`config.mk`:
```
export PLATFORM = sky130hd
export DESIGN_NAME = command_line_split_tokenize_unit
export DESIGN_NICKNAME = d
export VERILOG_FILES = /design/src/design/cltok_pkg.sv /design/src/design/command_line_split_tokenize_unit.sv /design/src/design/cltok_front.sv /design/src/design/cltok_queue.sv /design/src/design/cltok_back.sv
export SDC_FILE = /design/constraint.sdc
export NUM_CORES = 1
export LEC_CHECK = 0
export BUFFER_PORTS_ARGS = -buffer_cell sky130_fd_sc_hd__buf_2
export CORE_UTILIZATION = 51
export DETAILED_ROUTE_END_ITERATION = 7
export MAX_ROUTING_LAYER = met4
export PLACE_DENSITY_LB_ADDON = 0.08
export SKIP_CTS_REPAIR_TIMING = 1
export SYNTH_ARGS = -nofsm -noshare
export SYNTH_HDL_FRONTEND = slang
export SYNTH_SLANG_ARGS = --single-unit
```
`constraint.sdc`:
```
create_clock -name clk_i -period 4.8 [get_ports clk_i]
set_clock_uncertainty 0.2 [all_clocks]
set_input_delay 1.2 -clock clk_i [delete_from_list [all_inputs] [get_ports clk_i]]
set_output_delay 1.2 -clock clk_i [all_outputs]
set_load 0.1 [all_outputs]
```
`src/design/cltok_pkg.sv`:
```
// Package for the command line tokenizer: sizes, character codes and the
// structs that pass between the front end, the queue and the back end.
// Depends on nothing; every design file refers to it by scoped names.
package cltok_pkg;

  localparam int MaxLine   = 1024;
  localparam int MaxTokens = 64;
  localparam int QDepth    = 2;

  localparam int LinePosW = (MaxLine > 2) ? $clog2(MaxLine) : 1;
  localparam int CountW   = $clog2(MaxTokens + 1);
  localparam int QPtrW    = (QDepth > 2) ? $clog2(QDepth) : 1;
  localparam int QCntW    = $clog2(QDepth + 1);
  localparam int TokIdxW  = 6;
  localparam int ArgCntW  = 7;

  localparam logic [7:0] ChQuote = 8'h22;
  localparam logic [7:0] ChSemi  = 8'h3b;
  localparam logic [7:0] ChLf    = 8'h0a;
  localparam logic [7:0] ChCr    = 8'h0d;
  localparam logic [7:0] ChSpace = 8'h20;
  localparam logic [7:0] ChHigh  = 8'h80;

  typedef struct packed {
    logic [7:0] byte_value;
    logic       space;
    logic       quote;
    logic       feed;
    logic       drop;
    logic       cmd_end;
  } item_t;

  typedef struct packed {
    logic [7:0]         token_byte;
    logic               token_byte_valid;
    logic [TokIdxW-1:0] token_index;
    logic               token_done;
    logic               args_byte_valid;
    logic               byte_dropped;
    logic               command_end;
    logic [ArgCntW-1:0] arg_count;
  } result_t;

endpackage

```
`src/design/command_line_split_tokenize_unit.sv`:
```
// Top level of the command line tokenizer: front end, item queue, back end.
// Depends on cltok_pkg, cltok_front, cltok_queue and cltok_back.
//
//   Channel  Handshake          Payload
//   input    push / full        byte_value_i, last_byte_i
//   result   empty / pop        token_byte_o ... arg_count_o, one per input byte
//   config   cfg_we_i           cfg_wdata_i (high bytes count as space)
//
// Each byte yields one result; the back end updates its token state once per
// item, and one byte per cycle is sustained while the result consumer pops. The
// result of a transfer passes through the item queue and then the back end's
// result register. A stalled result consumer fills the two-entry item queue
// before full rises. Reset clears all line state and sets high bytes to space.
module command_line_split_tokenize_unit (
  input  logic                             clk_i,
  input  logic                             rst_ni,
  input  logic                             cfg_we_i,
  input  logic                             cfg_wdata_i,
  input  logic                             push,
  output logic                             full,
  input  logic [7:0]                       byte_value_i,
  input  logic                             last_byte_i,
  output logic                             empty,
  input  logic                             pop,
  output logic [7:0]                       token_byte_o,
  output logic                             token_byte_valid_o,
  output logic [cltok_pkg::TokIdxW-1:0]    token_index_o,
  output logic                             token_done_o,
  output logic                             args_byte_valid_o,
  output logic                             byte_dropped_o,
  output logic                             command_end_o,
  output logic [cltok_pkg::ArgCntW-1:0]    arg_count_o
);

  cltok_pkg::item_t   fe_item, q_item;
  cltok_pkg::result_t res;
  logic               fe_valid, q_empty, q_pop, res_valid;

  cltok_front u_front (
    .clk_i        (clk_i),
    .rst_ni       (rst_ni),
    .cfg_we_i     (cfg_we_i),
    .cfg_wdata_i  (cfg_wdata_i),
    .byte_value_i (byte_value_i),
    .last_byte_i  (last_byte_i),
    .push_i       (push),
    .q_full_i     (full),
    .item_valid_o (fe_valid),
    .item_o       (fe_item)
  );

  cltok_queue u_queue (
    .clk_i   (clk_i),
    .rst_ni  (rst_ni),
    .push_i  (fe_valid),
    .item_i  (fe_item),
    .full_o  (full),
    .pop_i   (q_pop),
    .item_o  (q_item),
    .empty_o (q_empty)
  );

  cltok_back u_back (
    .clk_i        (clk_i),
    .rst_ni       (rst_ni),
    .item_valid_i (~q_empty),
    .item_i       (q_item),
    .item_pop_o   (q_pop),
    .res_valid_o  (res_valid),
    .res_o        (res),
    .res_pop_i    (pop)
  );

  assign empty              = ~res_valid;
  assign token_byte_o       = res.token_byte;
  assign token_byte_valid_o = res.token_byte_valid;
  assign token_index_o      = res.token_index;
  assign token_done_o       = res.token_done;
  assign args_byte_valid_o  = res.args_byte_valid;
  assign byte_dropped_o     = res.byte_dropped;
  assign command_end_o      = res.command_end;
  assign arg_count_o        = res.arg_count;

endmodule

```
`src/design/cltok_front.sv`:
```
// Front end: takes input bytes, tracks line position and quote parity, and
// classifies each byte into a queue item. Holds the configuration register.
// Depends on cltok_pkg.
module cltok_front (
  input  logic               clk_i,
  input  logic               rst_ni,
  input  logic               cfg_we_i,
  input  logic               cfg_wdata_i,
  input  logic [7:0]         byte_value_i,
  input  logic               last_byte_i,
  input  logic               push_i,
  input  logic               q_full_i,
  output logic               item_valid_o,
  output cltok_pkg::item_t   item_o
);

  logic                          high_space_q;
  logic                          parity_q, parity_d;
  logic [cltok_pkg::LinePosW-1:0] pos_q, pos_d;
  logic                          take;
  logic                          is_quote, is_term, at_limit;

  assign take = push_i & ~q_full_i;
  assign is_quote = (byte_value_i == cltok_pkg::ChQuote);
  assign at_limit = (pos_q == cltok_pkg::LinePosW'(cltok_pkg::MaxLine - 1));

  always_comb begin
    parity_d = parity_q ^ is_quote;
    is_term  = (byte_value_i == cltok_pkg::ChLf) || (byte_value_i == cltok_pkg::ChCr) ||
               ((byte_value_i == cltok_pkg::ChSemi) && !parity_d);
    pos_d    = pos_q + cltok_pkg::LinePosW'(1);

    item_o.byte_value = byte_value_i;
    item_o.quote      = is_quote;
    item_o.space      = (byte_value_i <= cltok_pkg::ChSpace) ||
                        ((byte_value_i >= cltok_pkg::ChHigh) && high_space_q);
    item_o.drop       = at_limit;
    item_o.feed       = !at_limit && !is_term;
    item_o.cmd_end    = at_limit || is_term || last_byte_i;

    if (item_o.cmd_end) begin
      pos_d    = '0;
      parity_d = 1'b0;
    end
  end

  assign item_valid_o = take;

  always_ff @(posedge clk_i or negedge rst_ni) begin
    if (!rst_ni) begin
      high_space_q <= 1'b1;
      parity_q     <= 1'b0;
      pos_q        <= '0;
    end else begin
      if (cfg_we_i) begin
        high_space_q <= cfg_wdata_i;
      end
      if (take) begin
        parity_q <= parity_d;
        pos_q    <= pos_d;
      end
    end
  end

endmodule

```
`src/design/cltok_queue.sv`:
```
// Short queue of classified items between the front end and the back end.
// Depends on cltok_pkg for the item type and the depth.
module cltok_queue (
  input  logic             clk_i,
  input  logic             rst_ni,
  input  logic             push_i,
  input  cltok_pkg::item_t item_i,
  output logic             full_o,
  input  logic             pop_i,
  output cltok_pkg::item_t item_o,
  output logic             empty_o
);

  cltok_pkg::item_t                 mem_q [cltok_pkg::QDepth];
  logic [cltok_pkg::QPtrW-1:0]      wr_q, rd_q;
  logic [cltok_pkg::QCntW-1:0]      cnt_q;
  logic                             do_push, do_pop;

  assign full_o  = (cnt_q == cltok_pkg::QCntW'(cltok_pkg::QDepth));
  assign empty_o = (cnt_q == '0);
  assign do_push = push_i & ~full_o;
  assign do_pop  = pop_i & ~empty_o;
  assign item_o  = mem_q[rd_q];

  always_ff @(posedge clk_i) begin
    if (do_push) begin
      mem_q[wr_q] <= item_i;
    end
  end

  always_ff @(posedge clk_i or negedge rst_ni) begin
    if (!rst_ni) begin
      wr_q  <= '0;
      rd_q  <= '0;
      cnt_q <= '0;
    end else begin
      if (do_push) begin
        wr_q <= (wr_q == cltok_pkg::QPtrW'(cltok_pkg::QDepth - 1)) ? '0 :
                wr_q + cltok_pkg::QPtrW'(1);
      end
      if (do_pop) begin
        rd_q <= (rd_q == cltok_pkg::QPtrW'(cltok_pkg::QDepth - 1)) ? '0 :
                rd_q + cltok_pkg::QPtrW'(1);
      end
      if (do_push && !do_pop) begin
        cnt_q <= cnt_q + cltok_pkg::QCntW'(1);
      end else if (do_pop && !do_push) begin
        cnt_q <= cnt_q - cltok_pkg::QCntW'(1);
      end
    end
  end

endmodule

```
`src/design/cltok_back.sv`:
```
// Back end: runs the token state machine on queued items and holds the
// result register that the consumer pops. Depends on cltok_pkg.
module cltok_back (
  input  logic               clk_i,
  input  logic               rst_ni,
  input  logic               item_valid_i,
  input  cltok_pkg::item_t   item_i,
  output logic               item_pop_o,
  output logic               res_valid_o,
  output cltok_pkg::result_t res_o,
  input  logic               res_pop_i
);

  typedef enum logic [1:0] {
    ModeBetween,
    ModePlain,
    ModeQuoted,
    ModeIgnore
  } mode_e;

  mode_e                          mode_q, mode_d;
  logic [cltok_pkg::CountW-1:0]   count_q, count_d;
  logic                           args_q, args_d;
  logic                           valid_q;
  cltok_pkg::result_t             res_q, res_d;
  logic                           step;

  assign step        = item_valid_i & (~valid_q | res_pop_i);
  assign item_pop_o  = step;
  assign res_valid_o = valid_q;
  assign res_o       = res_q;

  always_comb begin
    res_d   = '0;
    mode_d  = mode_q;
    count_d = count_q;
    args_d  = args_q;

    if (item_i.feed) begin
      case (mode_q)
        ModeBetween: begin
          if (!item_i.space) begin
            if (count_q == cltok_pkg::CountW'(1)) begin
              args_d = 1'b1;
            end
            if (count_q >= cltok_pkg::CountW'(cltok_pkg::MaxTokens)) begin
              mode_d = ModeIgnore;
            end else begin
              res_d.token_index = cltok_pkg::TokIdxW'(count_q);
              count_d = count_q + cltok_pkg::CountW'(1);
              if (item_i.quote) begin
                mode_d = ModeQuoted;
              end else begin
                mode_d = ModePlain;
                res_d.token_byte       = item_i.byte_value;
                res_d.token_byte_valid = 1'b1;
              end
            end
          end
        end
        ModePlain: begin
          res_d.token_index = cltok_pkg::TokIdxW'(count_q - cltok_pkg::CountW'(1));
          if (item_i.space) begin
            res_d.token_done = 1'b1;
            mode_d = ModeBetween;
          end else begin
            res_d.token_byte       = item_i.byte_value;
            res_d.token_byte_valid = 1'b1;
          end
        end
        ModeQuoted: begin
          res_d.token_index = cltok_pkg::TokIdxW'(count_q - cltok_pkg::CountW'(1));
          if (item_i.quote) begin
            res_d.token_done = 1'b1;
            mode_d = ModeBetween;
          end else begin
            res_d.token_byte       = item_i.byte_value;
            res_d.token_byte_valid = 1'b1;
          end
        end
        default: begin
        end
      endcase
      res_d.args_byte_valid = args_d;
    end

    res_d.byte_dropped = item_i.drop;

    if (item_i.cmd_end) begin
      if (mode_d == ModePlain || mode_d == ModeQuoted) begin
        res_d.token_done  = 1'b1;
        res_d.token_index = cltok_pkg::TokIdxW'(count_d - cltok_pkg::CountW'(1));
      end
      res_d.command_end = 1'b1;
      res_d.arg_count   = cltok_pkg::ArgCntW'(count_d);
      mode_d  = ModeBetween;
      count_d = '0;
      args_d  = 1'b0;
    end
  end

  always_ff @(posedge clk_i or negedge rst_ni) begin
    if (!rst_ni) begin
      mode_q  <= ModeBetween;
      count_q <= '0;
      args_q  <= 1'b0;
      valid_q <= 1'b0;
      res_q   <= '0;
    end else begin
      if (step) begin
        mode_q  <= mode_d;
        count_q <= count_d;
        args_q  <= args_d;
        res_q   <= res_d;
        valid_q <= 1'b1;
      end else if (res_pop_i) begin
        valid_q <= 1'b0;
      end
    end
  end

endmodule
```
Yosys cells after proc, flatten, opt, wreduce, memory -nomap -nowiden
Memory sizes are Yosys's and may differ from the RTL's.
Cells that the tools add are included.
{ "totals": {"word_cells": 112, "output_inout_bits": 28, "ram_bits": 26, "n_memories": 1, "reg_bits": 53} }
{ "classes": {"bitwise_logic": 9, "n_addsub": 8, "muxes": 40, "n_eq_ne": 11, "n_lt_le_gt_ge": 3, "reduce_logical": 22} }
{ "memory_table": {"columns": ["name", "words", "word_bits", "rd", "rd_ports_with_merged_regs", "wr", "line_no", "source"], "rows": [
  ["u_queue.mem_q", 2, 13, 1, 0, 1, "cltok_queue.sv:14", "cltok_pkg::item_t mem_q [cltok_pkg::QDepth];"]
]} }
{ "ops": {"columns": ["op", "n"], "rows": [
  ["$mux W7", 7],
  ["$pmux W15 S3", 1],
  ["$mux W15", 2],
  ["$mux W2", 9],
  ["$mux W9", 2],
  ["$mux W17", 1],
  ["$eq A8 B4 Y1 const B", 2],
  ["$eq A8 B6 Y1 const B", 2],
  ["$mux W1", 14],
  ["$sub A6 B1 Y6 const B", 2],
  ["$add A10 B1 Y10 const B", 1],
  ["$eq A10 B10 Y1 const B", 1],
  ["$mux W10", 1],
  ["$ge A8 B8 Y1 const B", 1],
  ["$le A8 B6 Y1 const B", 1],
  ["$mux W8", 1],
  ["$add A7 B1 Y7 const B", 1],
  ["$eq A7 B1 Y1 const B", 1],
  ["$ge A7 B7 Y1 const B", 1],
  ["$eq A2 B2 Y1 const B", 3],
  ["$logic_or A1 B1 Y1", 6],
  ["$pmux W2 S3", 1],
  ["$reduce_bool A2 Y1", 3],
  ["$logic_and A1 B1 Y1", 5],
  ["other kinds (12)", 24]
]} }

Logic depth before layout (Yosys ltp)
An unclocked memory read counts as a cell.
{ "depth": {"word_depth": 10, "depth_mapped": 9, "mapped_depth_nobuf": 9} }

Cells and area by module
A second synthesis with hierarchy kept.
{ "unflattened": {"cells_unflattened": 366, "hier_area_um2": 4115.2} }
{ "modules_own_cells": {"columns": ["mod", "n_inst", "cells_each", "seq_area_each_um2", "area_per_inst_um2"], "rows": [
  ["cltok_back", 1, 217, 925.9, 2083.2],
  ["cltok_queue", 1, 59, 880.8, 1168.6],
  ["cltok_front", 1, 88, 301.5, 855.8],
  ["command_line_split_tokenize_unit", 1, 2, 0.0, 7.5]
]} }

Worst setup path before layout
OpenSTA, ideal clock, no wires.
{ "synth_path": {"path_type": "input -> register", "start": "input port pop", "end": "register u_queue.cnt_q[1] (netlist name)", "arrival_time_ps": 2422, "path_stages": 8, "setup_ps": 125, "slack_ps": 2053, "t_required_ps": 4475, "path_cell_list": "nand2b_1 > o21a_4 > inv_1 > clkbuf_1 > ha_1 > xor2_1 > nor2_1 > xor2_1"} }
{ "synth_between": {"elab_chain_len": 6, "word_cells_on_any_way": 8} }
{ "synth_lines": {"columns": ["element", "line_no", "source"], "rows": [
  ["start, declared", "command_line_split_tokenize_unit.sv:24", "input logic pop,"],
  ["$or A1 B1 Y1 (*)", "cltok_back.sv:28", "assign step = item_valid_i & (~valid_q | res_pop_i);"],
  ["$and A1 B1 Y1 (*)", "cltok_back.sv:28", null],
  ["$and A1 B1 Y1 (*)", "cltok_queue.sv:22", "assign do_pop = pop_i & ~empty_o;"],
  ["$logic_not A1 Y1", "cltok_queue.sv:45", "if (do_push && !do_pop) begin"],
  ["$logic_and A1 B1 Y1", "cltok_queue.sv:45", null],
  ["$mux W2 / $reduce_bool A2 Y1 (equally long branches)", null, null],
  ["end signal, assigned", "cltok_queue.sv:46", "cnt_q <= cnt_q + cltok_pkg::QCntW'(1);"],
  ["end signal, assigned", "cltok_queue.sv:48", "cnt_q <= cnt_q - cltok_pkg::QCntW'(1);"],
  ["end, declared", "cltok_queue.sv:16", "logic [cltok_pkg::QCntW-1:0] cnt_q;"]
]} }
Every way passes the cells marked *; elsewhere a longest branch is shown, timed or not.
A chain may end at the register's enable or synchronous reset.

Final worst setup path
{ "layout_path": {"start": "register u_queue.rd_q", "end": "register u_back.res_q, in the netlist u_back.res_o[15]"} }
{ "layout_between": {"elab_chain_len": 10, "word_cells_on_any_way": 20} }
{ "layout_lines": {"columns": ["element", "line_no", "source"], "rows": [
  ["start, declared", "cltok_queue.sv:15", "logic [cltok_pkg::QPtrW-1:0] wr_q, rd_q;"],
  ["start signal, assigned", "cltok_queue.sv:42", "rd_q <= (rd_q == cltok_pkg::QPtrW'(cltok_pkg::QDepth - 1)) ? '0 :"],
  ["$mem_v2 Z2 W13 (*)", null, null],
  ["$mux W2", "cltok_back.sv:51", "if (item_i.quote) begin"],
  ["$mux W2", "cltok_back.sv:46", "if (count_q >= cltok_pkg::CountW'(cltok_pkg::MaxTokens)) begin"],
  ["$mux W2", "cltok_back.sv:42", "if (!item_i.space) begin"],
  ["$pmux W2 S3", "cltok_back.sv:40", "case (mode_q)"],
  ["$mux W2", "cltok_back.sv:39", "if (item_i.feed) begin"],
  ["$eq A2 B1 Y1 / $eq A2 B2 Y1 (equally long branches)", "cltok_back.sv:90", "if (mode_d == ModePlain || mode_d == ModeQuoted) begin"],
  ["$logic_or A1 B1 Y1", "cltok_back.sv:90", null],
  ["$mux W7", "cltok_back.sv:90", null],
  ["$mux W7 (*)", "cltok_back.sv:89", "if (item_i.cmd_end) begin"],
  ["end signal, assigned", "cltok_back.sv:114", "res_q <= res_d;"],
  ["end, declared", "cltok_back.sv:25", "cltok_pkg::result_t res_q, res_d;"]
]} }
Marks and branches as above.

==> load_flow_metrics.sql <==
INSERT INTO impl_metrics (metric_group, metric, value, unit) VALUES
('worst_setup_path', 'critical_path_peak_fanout', '23', ''),
('floorplan', 'die_h', '91.7', 'µm'),
('routing', 'drtAntennaViolNets', '0', ''),
('global_route', 'grt_overflow', '0', ''),
('worst_setup_path', 'worstSetupStartpoint', 'u_queue.rd_q', ''),
('yosys', 'synth_fp_nets', '413', ''),
('routing', 'post-route-drc-count', '0', ''),
('worst_setup_path', 'worst_setup_ep_type', 'flop', ''),
('yosys', 'sequential_share_of_the_synthesized_area', '0.514', ''),
('yosys', 'synth.cell_area', '4100', 'µm²'),
('clock_network', 'cts_max_path_buffers', '2', ''),
('timing', 'finalCriticalPeriod', '3.13', 'ns'),
('routing', 'totalWireLength', '8850', 'µm'),
('final_layout', 'fill_cells', '707', ''),
('worst_setup_path', 'timing.critical_path.slowest_stage_cell', 'dfrtp_1', ''),
('final_layout', 'final_layout_size_suffix_gt1_frac', '0.200', ''),
('placement', 'final_weighted_congestion_of_routability_driven_global_placement', '0.906', ''),
('worst_setup_path', 'critical_path_required', '4.85', 'ns'),
('worst_setup_path', 'reg2reg_from', 'u_queue.rd_q', ''),
('global_route', 'wire_length_of_the_first_global_routing_pass', '14500', 'µm'),
('yosys', 'synth-edff-count', '26', ''),
('yosys', 'synthesized_area_per_cell', '10.6', 'µm²'),
('worst_setup_path', 'timing.setup.critical_path_class', 'flop to flop', ''),
('yosys', 'yosys.cell_count.top_type', 'dfrtp_1', ''),
('floorplan', 'die_w', '91.7', 'µm'),
('global_route', 'first_global_vias', '2952', ''),
('clock_network', 'numCtsBuffers', '9', ''),
('yosys', 'ys_warn_count', '0', ''),
('worst_setup_path', 'timing.critical_path.from_type', 'flop', ''),
('timing', 'unrepaired_setup_endpoints_after_global_routing', 'false', ''),
('run', 'max_cap_violations', '0', ''),
('pwr', 'total_power_per_unit_cell_area', '711', 'nW/µm²'),
('worst_setup_path', 'worst-endpoint-arrival', '3.18', 'ns'),
('global_route', 'grt_start_max_net_pins', '36', ''),
('routing', 'post_drt_wl_per_cell', '16.5', 'µm'),
('floorplan', 'ioPinCount', '43', ''),
('routing', 'drt_pass1_iterations', '4', ''),
('timing', 'report.final.hold_viol_count', '0', ''),
('final_layout', 'area_growth', '11.8', '%'),
('routing', 'violation_count_after_the_first_detailed_routing_iteration', '170', ''),
('pwr', 'vdd.ir_drop.worst', '0.283', 'mV'),
('yosys', 'netlist.area_leader.share', '0.317', ''),
('routing', 'vias', '3119', ''),
('pwr', 'total_power', '3.26', 'mW'),
('outcome', 'outcome', 'finished, final reports clean', ''),
('yosys', 'ys_seq_elements', '79', ''),
('floorplan', 'floorplan.initialDensity', '0.528', ''),
('clock_network', 'cts_root_buf', 'clkbuf_8', ''),
('timing', 'setup_tns_final', '0', 'ns'),
('clock_network', 'clkTransAtPathRegs', '0.10', 'ns'),
('placement', 'detailed_place_hpwl', '6300', 'µm'),
('yosys', 'synth.lib_cells_used.distinct', '74', ''),
('clock_network', 'cts_htree_levels', '3', ''),
('floorplan', 'rows', '32', ''),
('yosys', 'synth.top_cells.by_count', '52 x dfrtp_1, 48 x nand2_1, 35 x o21ai_0', ''),
('clock_network', 'clock_latency', '0.37', 'ns'),
('floorplan', 'dieArea', '8400', 'µm²'),
('worst_hold_path', 'worst_hold_path_type', 'flop to flop', ''),
('timing', 'period_share', '0.653', ''),
('yosys', 'post-synth-top-area-cell', 'dfrtp_1', ''),
('final_layout', 'n_antenna_cell', '0', ''),
('timing', 'worstMarginPinSlew', '1.11', 'ns'),
('pwr', 'leakage_power', '1.94', 'nW'),
('yosys', 'async_flop_share', '0.671', ''),
('timing', 'drv_slew', '0', ''),
('floorplan', 'floorplan.core_area', '7770', 'µm²'),
('placement', 'buffer_ports.inserted', '42', ''),
('worst_setup_path', 'crit_buf_inv', '0', ''),
('yosys', 'synth.top_cells.by_area', 'dfrtp_1 32%, edfxtp_1 19%, nand2_1 4.4%, o21ai_0 4.3%, ha_1 3.4%', ''),
('global_route', 'initial_antenna_violation_count', '0', ''),
('yosys', 'dominantRegCellSynth', 'dfrtp_1', '');
-- area by class of cell --
class	count	area (µm²)	share of cell area
Sequential cell	79	2110	0.460
Multi-Input combinational cell	282	1870	0.408
Timing Repair Buffer	44	225	0.0491
Tap cell	102	128	0.0278
Clock buffer	9	124	0.0270
Clock inverter	7	72.6	0.0158
Inverter	15	56.3	0.0123
-- stage by stage --
step	worst slack (ns)	hold slack [ns]	utilization	std cells	area [µm²]
3_3_place_gp	1.66	0.258	0.565	522	4390
2_1_floorplan	2.05	0.261	-	387	4100
4_1_cts	1.65	0.292	0.591	538	4590
6_report	1.67	0.283	0.591	538	4590
3_5_place_dp	1.62	0.269	0.565	522	4390
5_1_grt	1.47	0.306	0.591	538	4590
-- flip-flops by register name, indices dropped and copies added (netlist names) --
| name | count |
|---|---|
| u_front.pos_q | 10 |
| u_back.args_q | 1 |
| u_front.parity_q | 1 |
| u_back.count_q | 7 |
| u_queue.mem_q | 26 |
| u_queue.wr_q | 1 |
| u_back.mode_q | 2 |
| u_front.high_space_q | 1 |
| u_back.res_o | 26 |
| u_queue.rd_q | 1 |
| u_back.res_valid_o | 1 |
| u_queue.cnt_q | 2 |
-- final timing paths --
check	depth (start not counted)	endpoint	slack, ns
setup / recovery	7	u_back.res_o[15]	1.67
hold / removal	2	u_back.res_o[14]	0.28
setup reg to reg	7	u_back.res_o[15]	1.67
hold reg to reg	2	u_back.res_o[14]	0.28
max in group asynchronous	2	u_back.count_q[6]	3.02
min in group asynchronous	1	u_back.mode_q[1]	0.57
-- logic make-up after synthesis --
kind of cell,after synthesis,share of synthesized area
compound gates,99,0.166
simple gates,140,0.178
mux,18,0.0494
xor+xnor,14,0.0299
fa+ha+maj,11,0.0336
buf+inv,26,0.0293
flops,79,0.514
-- power by group --
part           switching (mW)  leakage (nW)  internal (mW)
Clock                   0.286        0.0974          0.205
Sequential              0.157         0.940          0.880
Combinational            1.25         0.899          0.481
Total                    1.70          1.94           1.57
-- metal layers --
layer  track usage  routed length (µm)  up-vias
met2         0.360                4280       95
met4         0.102                 170        0
li1              -                   -     1516
met1         0.300                3980     1492
met3        0.0348                 418       16
met5             -                   0        -
-- worst reg2reg max path: cells and delay by family, from the launching register on --
kind,cells,cell delay (ns)
adders and majority gates,1,0.25
muxes,2,0.84
and+or+nand+nor,2,0.40
AOI/OAI and AO/OA,2,0.29
DFF,1,1.04
-- cells in the final DEF, fill, tap and decap left out, types with 4 or more instances in the layout --
| cell type | instances |
|---|---|
| nand2_1 | 48 |
| or3_1 | 9 |
| nor2_1 | 24 |
| o22ai_1 | 5 |
| nand3_1 | 12 |
| nand2b_1 | 6 |
| mux2i_1 | 11 |
| dfrtp_1 | 52 |
| o21ai_0 | 35 |
| xnor2_1 | 8 |
| and3_1 | 4 |
| o2bb2ai_1 | 4 |
| clkbuf_8 | 9 |
| nor3_1 | 9 |
| edfxtp_1 | 26 |
| ha_1 | 11 |
| a21oi_1 | 16 |
| mux2_2 | 5 |
| inv_1 | 14 |
| xor2_1 | 6 |
| buf_2 | 42 |
| nor4_1 | 5 |
| o21ai_1 | 6 |
(Power assumes the default switching activity.)
